`src/design/art_pkg.sv`:
```
// Shared types, codes and constants of the acknowledgement retransmit tracker.
`default_nettype none
package art_pkg;

    localparam int unsigned DEPTH_DEF        = 16;
    localparam int unsigned CMD_CODE_DEF     = 2;
    localparam int unsigned CMD_LOW_CODE_DEF = 3;

    localparam logic [1:0] OP_SEND = 2'd0;
    localparam logic [1:0] OP_ACK  = 2'd1;
    localparam logic [1:0] OP_TICK = 2'd2;

    localparam logic [2:0] K_STORED   = 3'd0;
    localparam logic [2:0] K_IGNORED  = 3'd1;
    localparam logic [2:0] K_FULL     = 3'd2;
    localparam logic [2:0] K_ACK_OK   = 3'd3;
    localparam logic [2:0] K_ACK_MISS = 3'd4;
    localparam logic [2:0] K_RESEND   = 3'd5;
    localparam logic [2:0] K_DONE     = 3'd6;

    localparam logic [1:0] REG_ALPHA = 2'd0;
    localparam logic [1:0] REG_BETA  = 2'd1;
    localparam logic [1:0] REG_INIT  = 2'd2;

    localparam logic [7:0]  ALPHA_RST      = 8'd32;
    localparam logic [7:0]  BETA_RST       = 8'd64;
    localparam logic [15:0] INIT_RST       = 16'd1000;
    localparam logic [23:0] MIN_RTO_Q3     = 24'd1600;
    localparam logic [23:0] MAX_Q3         = 24'hFFFFFF;
    localparam logic [19:0] T_MAX          = 20'hFFFFF;
    localparam logic [19:0] RESEND_CAP_MS  = 20'd1500;
    localparam logic [7:0]  GIVEUP_RESENDS = 8'd15;
    localparam logic [32:0] GIVEUP_AGE_MS  = 33'd15000;

    typedef struct packed {
        logic [1:0]  operation;
        logic [31:0] time_ms;
        logic [3:0]  pkt_type;
        logic [15:0] pkt_id;
        logic        needs_ack;
        logic [7:0]  buffer_tag;
        logic        ack_is_low;
    } t_in_item;

    typedef struct packed {
        logic [2:0]  kind;
        logic        tick_failed;
        logic [15:0] out_pkt_id;
        logic [3:0]  out_pkt_type;
        logic [7:0]  out_buffer_tag;
        logic [31:0] next_deadline_ms;
        logic [19:0] timeout_ms;
        logic        last;
    } t_out_item;

    typedef enum logic [4:0] {
        CMD_NONE, CMD_LOAD, CMD_INSERT, CMD_ACK_SCAN, CMD_ACK_APPLY,
        CMD_EST0, CMD_EST1, CMD_EST2, CMD_EST3, CMD_EST4, CMD_EST5, CMD_EST6,
        CMD_EST_FIRST, CMD_TICK_SCAN, CMD_MIN_CLR, CMD_MIN_STEP,
        CMD_REP_CLR, CMD_REP_STEP, CMD_EMIT
    } t_cmd;

    typedef struct packed {
        logic [1:0] op;
        logic       send_store;
        logic       at_end;
        logic       match;
        logic       will_est;
        logic       have;
        logic       queued;
        logic       giveup;
    } t_dp_status;

endpackage
`default_nettype wire

```
`src/design/art_ctrl.sv`:
```
// Sequencing state machine of the retransmit tracker.
`default_nettype none
module art_ctrl (
    input  wire                 i_clk,
    input  wire                 i_rst_n,
    input  wire                 i_start,
    input  art_pkg::t_dp_status i_st,
    output art_pkg::t_cmd       o_cmd,
    output logic                o_busy
);
    import art_pkg::*;

    typedef enum logic [17:0] {
        S_IDLE      = 18'd1 << 0,
        S_DISPATCH  = 18'd1 << 1,
        S_ACK_SCAN  = 18'd1 << 2,
        S_ACK_APPLY = 18'd1 << 3,
        S_EST0      = 18'd1 << 4,
        S_EST1      = 18'd1 << 5,
        S_EST2      = 18'd1 << 6,
        S_EST3      = 18'd1 << 7,
        S_EST4      = 18'd1 << 8,
        S_EST5      = 18'd1 << 9,
        S_EST6      = 18'd1 << 10,
        S_EST_FIRST = 18'd1 << 11,
        S_TICK_SCAN = 18'd1 << 12,
        S_MIN_CLR   = 18'd1 << 13,
        S_MIN       = 18'd1 << 14,
        S_REP_CLR   = 18'd1 << 15,
        S_REP       = 18'd1 << 16,
        S_EMIT      = 18'd1 << 17
    } t_state;

    t_state r_state, n_state;

    always_ff @(posedge i_clk) begin
        if (!i_rst_n) begin
            r_state <= S_IDLE;
        end else begin
            r_state <= n_state;
        end
    end

    always_comb begin
        n_state = r_state;
        o_cmd   = CMD_NONE;
        case (r_state)
            S_IDLE: begin
                if (i_start) begin
                    o_cmd   = CMD_LOAD;
                    n_state = S_DISPATCH;
                end
            end
            S_DISPATCH: begin
                case (i_st.op)
                    OP_SEND: begin
                        if (i_st.send_store) o_cmd = CMD_INSERT;
                        n_state = S_MIN_CLR;
                    end
                    OP_ACK:  n_state = S_ACK_SCAN;
                    OP_TICK: n_state = S_TICK_SCAN;
                    default: n_state = S_MIN_CLR;
                endcase
            end
            S_ACK_SCAN: begin
                o_cmd = CMD_ACK_SCAN;
                if (i_st.at_end) n_state = S_MIN_CLR;
                else if (i_st.match) n_state = S_ACK_APPLY;
            end
            S_ACK_APPLY: begin
                o_cmd   = CMD_ACK_APPLY;
                n_state = i_st.will_est ? S_EST0 : S_MIN_CLR;
            end
            S_EST0: begin
                o_cmd   = CMD_EST0;
                n_state = i_st.have ? S_EST1 : S_EST_FIRST;
            end
            S_EST1: begin
                o_cmd   = CMD_EST1;
                n_state = S_EST2;
            end
            S_EST2: begin
                o_cmd   = CMD_EST2;
                n_state = S_EST3;
            end
            S_EST3: begin
                o_cmd   = CMD_EST3;
                n_state = S_EST4;
            end
            S_EST4: begin
                o_cmd   = CMD_EST4;
                n_state = S_EST5;
            end
            S_EST5: begin
                o_cmd   = CMD_EST5;
                n_state = S_EST6;
            end
            S_EST6: begin
                o_cmd   = CMD_EST6;
                n_state = S_MIN_CLR;
            end
            S_EST_FIRST: begin
                o_cmd   = CMD_EST_FIRST;
                n_state = S_MIN_CLR;
            end
            S_TICK_SCAN: begin
                if (i_st.at_end) n_state = S_MIN_CLR;
                else o_cmd = CMD_TICK_SCAN;
            end
            S_MIN_CLR: begin
                o_cmd   = CMD_MIN_CLR;
                n_state = S_MIN;
            end
            S_MIN: begin
                if (i_st.at_end) n_state = (i_st.op == OP_TICK) ? S_REP_CLR : S_EMIT;
                else o_cmd = CMD_MIN_STEP;
            end
            S_REP_CLR: begin
                o_cmd   = CMD_REP_CLR;
                n_state = S_REP;
            end
            S_REP: begin
                if (i_st.at_end) begin
                    n_state = S_EMIT;
                end else begin
                    o_cmd = CMD_REP_STEP;
                    if (i_st.queued && i_st.giveup) n_state = S_IDLE;
                end
            end
            S_EMIT: begin
                o_cmd   = CMD_EMIT;
                n_state = S_IDLE;
            end
            default: n_state = S_IDLE;
        endcase
    end

    assign o_busy = (r_state != S_IDLE);

endmodule
`default_nettype wire

```
`config.mk`:
```
export PLATFORM = sky130hd
export DESIGN_NAME = art_ctrl
export DESIGN_NICKNAME = d
export VERILOG_FILES = /design/src/design/art_pkg.sv /design/src/design/art_ctrl.sv
export SDC_FILE = /design/constraint.sdc
export NUM_CORES = 1
export LEC_CHECK = 0
export ABC_CLOCK_PERIOD_IN_PS = 5700
export BUFFER_PORTS_ARGS = -buffer_cell sky130_fd_sc_hd__buf_4
export CORE_ASPECT_RATIO = 0.6
export CORE_MARGIN = 10
export CORE_UTILIZATION = 50
export CTS_CLUSTER_DIAMETER = 40
export CTS_CLUSTER_SIZE = 8
export DETAILED_ROUTE_END_ITERATION = 6
export PLACE_DENSITY = 0.71
export SLEW_MARGIN = 20
export SYNTH_ARGS = -nofsm -noshare
export SYNTH_HDL_FRONTEND = slang
export SYNTH_SLANG_ARGS = --single-unit
```
`constraint.sdc`:
```
create_clock -name i_clk -period 5.7 [get_ports i_clk]
set_input_delay 0.285 -clock i_clk [delete_from_list [all_inputs] [get_ports i_clk]]
set_output_delay 0.285 -clock i_clk [all_outputs]
set_load 0.1 [all_outputs]
```
==> results of run 1 <==
## final cells by class
class | count | area, µm² | share of cell area, %
multi-input combinational | 121 | 919.6 | 60.39
sequential | 18 | 360.3 | 23.66
timing repair buffer | 17 | 127.6 | 8.381
clock buffer | 3 | 41.29 | 2.712
tap | 32 | 40.04 | 2.629
inverter | 9 | 33.78 | 2.219
## power breakdown
part | leakage, µW | switching (µW) | internal (µW)
sequential | 0.000145 | 10.2 | 131
clock | 0.0000216 | 41.0 | 46.9
combinational | 0.000433 | 124 | 57.2
## final timing paths
kind                            cells past startpoint                        to
worst max-delay path                                7                  o_cmd[2]
worst min-delay path                                2  r_state[11]$_SDFFE_PN0P_
worst max register to register                      6   r_state[0]$_SDFFE_PN1P_
worst min register to register                      2   r_state[9]$_SDFFE_PN0P_
## per-layer routing
layer | routed length (µm) | part of all wire, % | track usage, % | up-vias
li1 | - | - | - | 600
met1 | 1745 | 49 | 20.08 | 586
met2 | 1498 | 42 | 19.50 | 51
met3 | 294 | 8.2 | 4.613 | 4
met4 | 27 | 0.76 | 2.989 | 0
met5 | 0 | 0 | 0 | -
## layout by cell type, fill, tap and decap left out, types with 4 or more instances in the layout
| cell | synthesis | layout |
|---|---|---|
| a21oi_1 | 6 | 6 |
| and3_1 | 4 | 4 |
| nor4_4 | 6 | 6 |
| nand2b_1 | 5 | 5 |
| nor3_2 | 4 | 4 |
| nand2_1 | 7 | 7 |
| dfxtp_1 | 18 | 18 |
| buf_4 | 0 | 17 |
| inv_1 | 9 | 9 |
| nor2_1 | 19 | 19 |
| nor3_1 | 4 | 4 |
| nand4_2 | 4 | 4 |
| xor2_1 | 5 | 5 |
| nand3_1 | 6 | 6 |
| nor4_1 | 4 | 4 |
## cell families after synthesis
group | synth area share [%]
buffers and inverters | 4.303
AND/OR/NAND/NOR | 47.99
AO/OA/AOI/OAI | 14.03
adder cells (fa/ha/maj) | 2.807
XOR/XNOR | 3.929
flip-flops | 26.94
## stage by stage
step                      instance area (µm²)  cells
final                                    1523    200
after global routing                     1523    200
after CTS                                1523    200
after detailed placement                 1481    197
after global placement                   1481    197
after floorplan                          1338    153
==> impl_metrics.tcl, run 1 <==
set metrics [dict create \
    cp_max_fo 9 \
    p_leak_uw 0.0005998 \
    largest_reg_flops 18 \
    start_util_pct 53.03 \
    cts_tree "built" \
    synthCells 153 \
    period_share_pct 50.96 \
    critPathArrivalTime_ns 2.62 \
    ios 18 \
    slowest_stage "nor4_4" \
    status "completed" \
    gp_congestion 0.9450 \
    worst_slack_ns 2.795 \
    layout.nets 185 \
    worst_pin_slew_ns 0.6350 \
    whs_ns 0.1850 \
    cts_resized 0 \
    cts_max_path_buffers 2 \
    synth-async-reset-ratio_pct 0 \
    synth_ff_type "dfxtp_1" \
    num_rows 14 \
    ir_worst_vdd_uv 270.6 \
    insertion_delay_ns 0.25 \
    drtAntennaViolNets 0 \
    worstReg2RegStart "r_state[17]$_SDFFE_PN0P_" \
    avgSynthCellArea_um2 8.742 \
    die_h_um 60.07 \
    slowest_delay_ns 0.57 \
    relSlewSlack_pct 57.59 \
    rsz0062_at_grt "false" \
    fin_crit_ns 2.905 \
    first_global_vias 1142 \
    hold_viol 0 \
    cts_hold_buffers 0 \
    p_total_uw 410.5 \
    avgViaCountPerCell 6.205 \
    post_cts_buffers 0 \
    netlist_area_mm2 0.001338 \
    critPathLaunchType "register" \
    post-place-ws_ns 3.126 \
    drtIter0Drc 168 \
    yosys-top-cells-count "nor2_1 (19), dfxtp_1 (18), inv_1 (9)" \
    n_fill_cell 243 \
    clk_pin_slew_worst_paths_ns 0.07 \
    crit_buf_inv 1 \
    yosys_warnings 0 \
    grt_usage_pct 14.01 \
    crit_chain "nor4_4, nand4_2, or2_1, nor2_2, nor2_1, nand4bb_1, buf_4" \
    die_area_mm2 0.005212 \
    n_antenna_cell 0 \
    reg2reg_slack_ns 3.41 \
    cts-buffers-inserted 3 \
    synth.yosys.seq_area_share_pct 26.94 \
    regMostFlops "r_state" \
    h-tree-depth 1 \
    die_w_um 86.77 \
    fp.coreArea_mm2 0.002522 \
    ys_seq_elements 18 \
    final_core_util_pct 60.37 \
    num_vias 1241 \
    critical-path-top-delay-family "simple AND/OR/NAND/NOR gates" \
    dr.pass1.iters 4 \
    post_drt_wl_per_cell_um 17.83 \
    drc 0 \
    drv_cap 0 \
    slew_viol_final 0 \
    min_path_type "primary input to register" \
    numPortBuffers 17 \
    final-setup-viol-count 0 \
    critical_path_class "register to output port" \
    dp_hpwl_um 2948 \
    startpoint "r_state[17]$_SDFFE_PN0P_" \
    required_ns 5.41 \
    powerDensity_mw_per_mm2 269.6 \
    skew_ns 0.001922 \
    cts_sinks 18 \
    synth_nets 168 \
    yosysMostFrequentCell "nor2_1" \
    synth_top_area_cell "dfxtp_1" \
    drt_wl_total_um 3566 \
    grt_pass1_wl_um 5747 \
    ys_types 47 \
    fmax_mhz 344.3 \
    clockRootBuffer "clkbuf_8" \
    antenna_found_initial 0 \
    syn_to_final_growth_pct 13.84 \
    synth_edf_count 0 \
    setup_tns_ns 0 \
    drive_gt1_share_pct 25.00 \
    cp-end-kind "output port" \
    grt_overflow 0 \
    hp-start "i_st[2]" \
    largestRegisters "r_state (18)" \
    synth_area_leaders "dfxtp_1 (27%), nor4_4 (9.5%), nor2_1 (5.3%), nand4_2 (3.7%), xor2_1 (3.3%)" \
    grt_max_degree 11 \
    synth_top_area_share_pct 26.94 \
]
(Power assumes the default switching activity.)
==> run 2, diff against run 1 <==
--- a/config.mk
+++ b/config.mk
@@ -5,7 +5,8 @@
 export SDC_FILE = /design/constraint.sdc
 export NUM_CORES = 1
 export LEC_CHECK = 0
-export ABC_CLOCK_PERIOD_IN_PS = 5700
+export ABC_AREA = 1
+export ABC_CLOCK_PERIOD_IN_PS = 2700
 export BUFFER_PORTS_ARGS = -buffer_cell sky130_fd_sc_hd__buf_4
 export CORE_ASPECT_RATIO = 0.6
 export CORE_MARGIN = 10
==> constraint.sdc (replaced) <==
create_clock -name i_clk -period 2.7 [get_ports i_clk]
set_input_delay 0.135 -clock i_clk [delete_from_list [all_inputs] [get_ports i_clk]]
set_output_delay 0.135 -clock i_clk [all_outputs]
set_load 0.1 [all_outputs]
==> run 2 against run 1 <==
- die area up 1.0%
- via count rose by 18%
- wire length increased by 5.2%
- critical path depth increased by 2
- setup slack got worse by 2.4 ns
- largest cell class unchanged
- sequential share of layout area fell by 0.53 points
- critical path type unchanged
- hold slack worse by 0.12 ns
- global-route usage increased by 0.23 points
- clock skew increased by 0.0034 ns
- highest routed layer unchanged
- register-to-register slack got worse by 2.6 ns
- clock power rose to 2.5 times the previous value
- final area is 2.3% higher
==> impl_metrics.tcl, run 2 <==
set metrics [dict create \
    status "completed" \
    synth-async-reset-ratio_pct 0 \
    r2r_cells 12 \
    powerDensity_mw_per_mm2 844.1 \
    layout.nets 243 \
    synth_fa_ha_area_share_pct 2.768 \
    largestRegisters "r_state (18)" \
    die_h_um 60.35 \
    ys_seq_elements 18 \
    clockRootBuffer "clkbuf_8" \
    grt_use_met1_pct 19.82 \
    post_cts_buffers 0 \
    cts_tree "built" \
    hold_depth 2 \
    post-place-ws_ns 0.7326 \
    cts_resized 0 \
    synth_top_family_by_area "simple AND/OR/NAND/NOR gates" \
    hold_end "r_state[11]$_SDFFE_PN0P_" \
    worstReg2RegStart "r_state[3]$_SDFFE_PN0P_" \
    yosys_warnings 0 \
    die_w_um 87.24 \
    cts-buffers-inserted 3 \
    cts_max_path_buffers 2 \
    die_area_mm2 0.005265 \
    final-setup-viol-count 0 \
    reg2reg_slack_ns 0.83 \
    regMostFlops "r_state" \
    first_global_vias 1291 \
    grt_usage_pct 14.24 \
    setup_tns_ns 0 \
    critical_path_class "register to output port" \
    dr.pass1.iters 6 \
    ir_worst_vdd_uv 470.4 \
    synth_top_area_share_pct 26.57 \
    yosysMostFrequentCell "nand2_1" \
    stdcell_area_mm2 0.001558 \
    synth_top_area_cell "dfxtp_1" \
    yosys-top-cells-count "nand2_1 (35), nor2_1 (34), inv_1 (30)" \
    drc 0 \
    grt_pass1_wl_um 5947 \
    hp-start "i_st[2]" \
    synth.yosys.seq_area_share_pct 26.57 \
    clk_pin_slew_worst_paths_ns 0.06 \
    gp_congestion 0.9316 \
    busiest_layer "met2" \
    slew_viol_final 0 \
    drv_cap 0 \
    post_drt_wl_per_cell_um 14.49 \
    final_core_util_pct 61.33 \
    layout_common_cells "nand2_1 (35), nor2_1 (34), inv_1 (30), nand3_1 (20), dfxtp_1 (18)" \
    min_path_type "primary input to register" \
    cp_max_fo 7 \
    cp-end-kind "output port" \
    h-tree-depth 1 \
    synth_simple_gate_area_share_pct 54.06 \
    ios 18 \
    synthCells 209 \
    synth_edf_count 0 \
    critPathArrivalTime_ns 2.18 \
    ys_types 26 \
    worst_slack_ns 0.3814 \
    worst_pin_slew_ns 0.3314 \
    num_rows 14 \
    critPathLaunchType "register" \
    relSlewSlack_pct 77.86 \
    dp_hpwl_um 3033 \
    hold_viol 0 \
    regToRegEndpoint "r_state[0]$_SDFFE_PN1P_" \
    drive_gt1_share_pct 25.11 \
    required_ns 2.57 \
    synth_xor_area_share_pct 0 \
    grt_max_degree 13 \
    layout_commonest_cell "nand2_1" \
    grt_overflow 0 \
    n_antenna_cell 0 \
    synth-compound-area-share_pct 4.151 \
    p_leak_uw 0.0008605 \
    period_share_pct 85.87 \
    placed_cell_area_mm2 0.001503 \
    rsz0062_at_grt "false" \
    avgViaCountPerCell 5.633 \
    drtIter0Drc 210 \
    num_vias 1459 \
    grt_use_met2_pct 21.28 \
    synth_area_leaders "dfxtp_1 (27%), nand2_1 (9.7%), nor2_1 (9.4%), inv_1 (8.3%), nand3_1 (7.7%)" \
    start_util_pct 53.40 \
    netlist_area_mm2 0.001356 \
    globalRouteMet3Util_pct 4.144 \
    cts_sinks 18 \
    avgSynthCellArea_um2 6.489 \
    synth_nets 224 \
    skew_ns 0.005352 \
    startpoint "r_state[3]$_SDFFE_PN0P_" \
    muxShareOfSynthArea_pct 0 \
    numPortBuffers 17 \
    fmax_mhz 431.3 \
    fp.coreArea_mm2 0.002540 \
    fin_crit_ns 2.319 \
    insertion_delay_ns 0.26 \
    antenna_found_initial 0 \
    cts_hold_buffers 0 \
    drt_wl_total_um 3753 \
    syn_to_final_growth_pct 14.85 \
    drtAntennaViolNets 0 \
    largest_reg_flops 18 \
    synth_ff_type "dfxtp_1" \
]
run 2: cell types whose count changed after synthesis, sizes merged, moves of 5 or more:
cell,before,now
inv,9,38
xor2,5,0
nor2,20,46
nand3b,2,8
nand2,8,44
nand2b,5,0
nor4,10,0
nand3,6,25
run 2: cells by family after synthesis:
family                   after synthesis
AO/OA/AOI/OAI                          8
adder cells (fa/ha/maj)                3
flip-flops                            18
AND/OR/NAND/NOR                      139
buffers and inverters                 41
run 2: how the worst max path moves through the flow:
stage,to,cells after the start,slack [ns]
floorplan,o_cmd[1],5,0.13
global placement,o_cmd[1],9,0.73
detailed placement,o_cmd[1],9,0.73
CTS,o_cmd[1],9,0.43
global route,o_cmd[1],9,0.28
finish,o_cmd[1],9,0.38
run 2: stage by stage:
step	std cells	power, µW	hold WS (ns)
2_1_floorplan	209	952.5	0.2143
3_5_place_dp	255	1082	0.3281
4_1_cts	259	1307	0.05395
5_1_grt	259	1384	0.04636
3_3_place_gp	255	1074	0.3378
6_report	259	1315	0.06239
run 2: layout make-up:
| cell class | count | area (µm²) |
|---|---|---|
| Inverter | 38 | 142.6 |
| Multi-Input combinational cell | 150 | 832.0 |
| Clock buffer | 4 | 55.05 |
| Fill cell | 249 | 982.2 |
| Timing Repair Buffer | 17 | 127.6 |
| Tap cell | 32 | 40.04 |
| Sequential cell | 18 | 360.3 |
run 2: worst max-delay path, cell delays in order, from the launching register on:
cell	delay (ns)
dfxtp_1	0.34
nor2_1	0.25
nand2_2	0.16
nor2_8	0.18
nand2_4	0.07
nor2_2	0.18
nand2_1	0.15
and3_1	0.20
o2111ai_1	0.08
buf_4	0.32
run 2: where the power goes:
group	internal, µW	switching [µW]
Clock	130	92.8
Sequential	292	31.2
Combinational	194	575
run 2: layer usage:
layer | share of wire [%] | routed length [µm] | vias to the layer above
met5 | 0 | 0 | -
met4 | 1.9 | 71 | 0
met3 | 9.0 | 336 | 12
met2 | 41 | 1548 | 75
met1 | 48 | 1796 | 675
li1 | - | - | 697
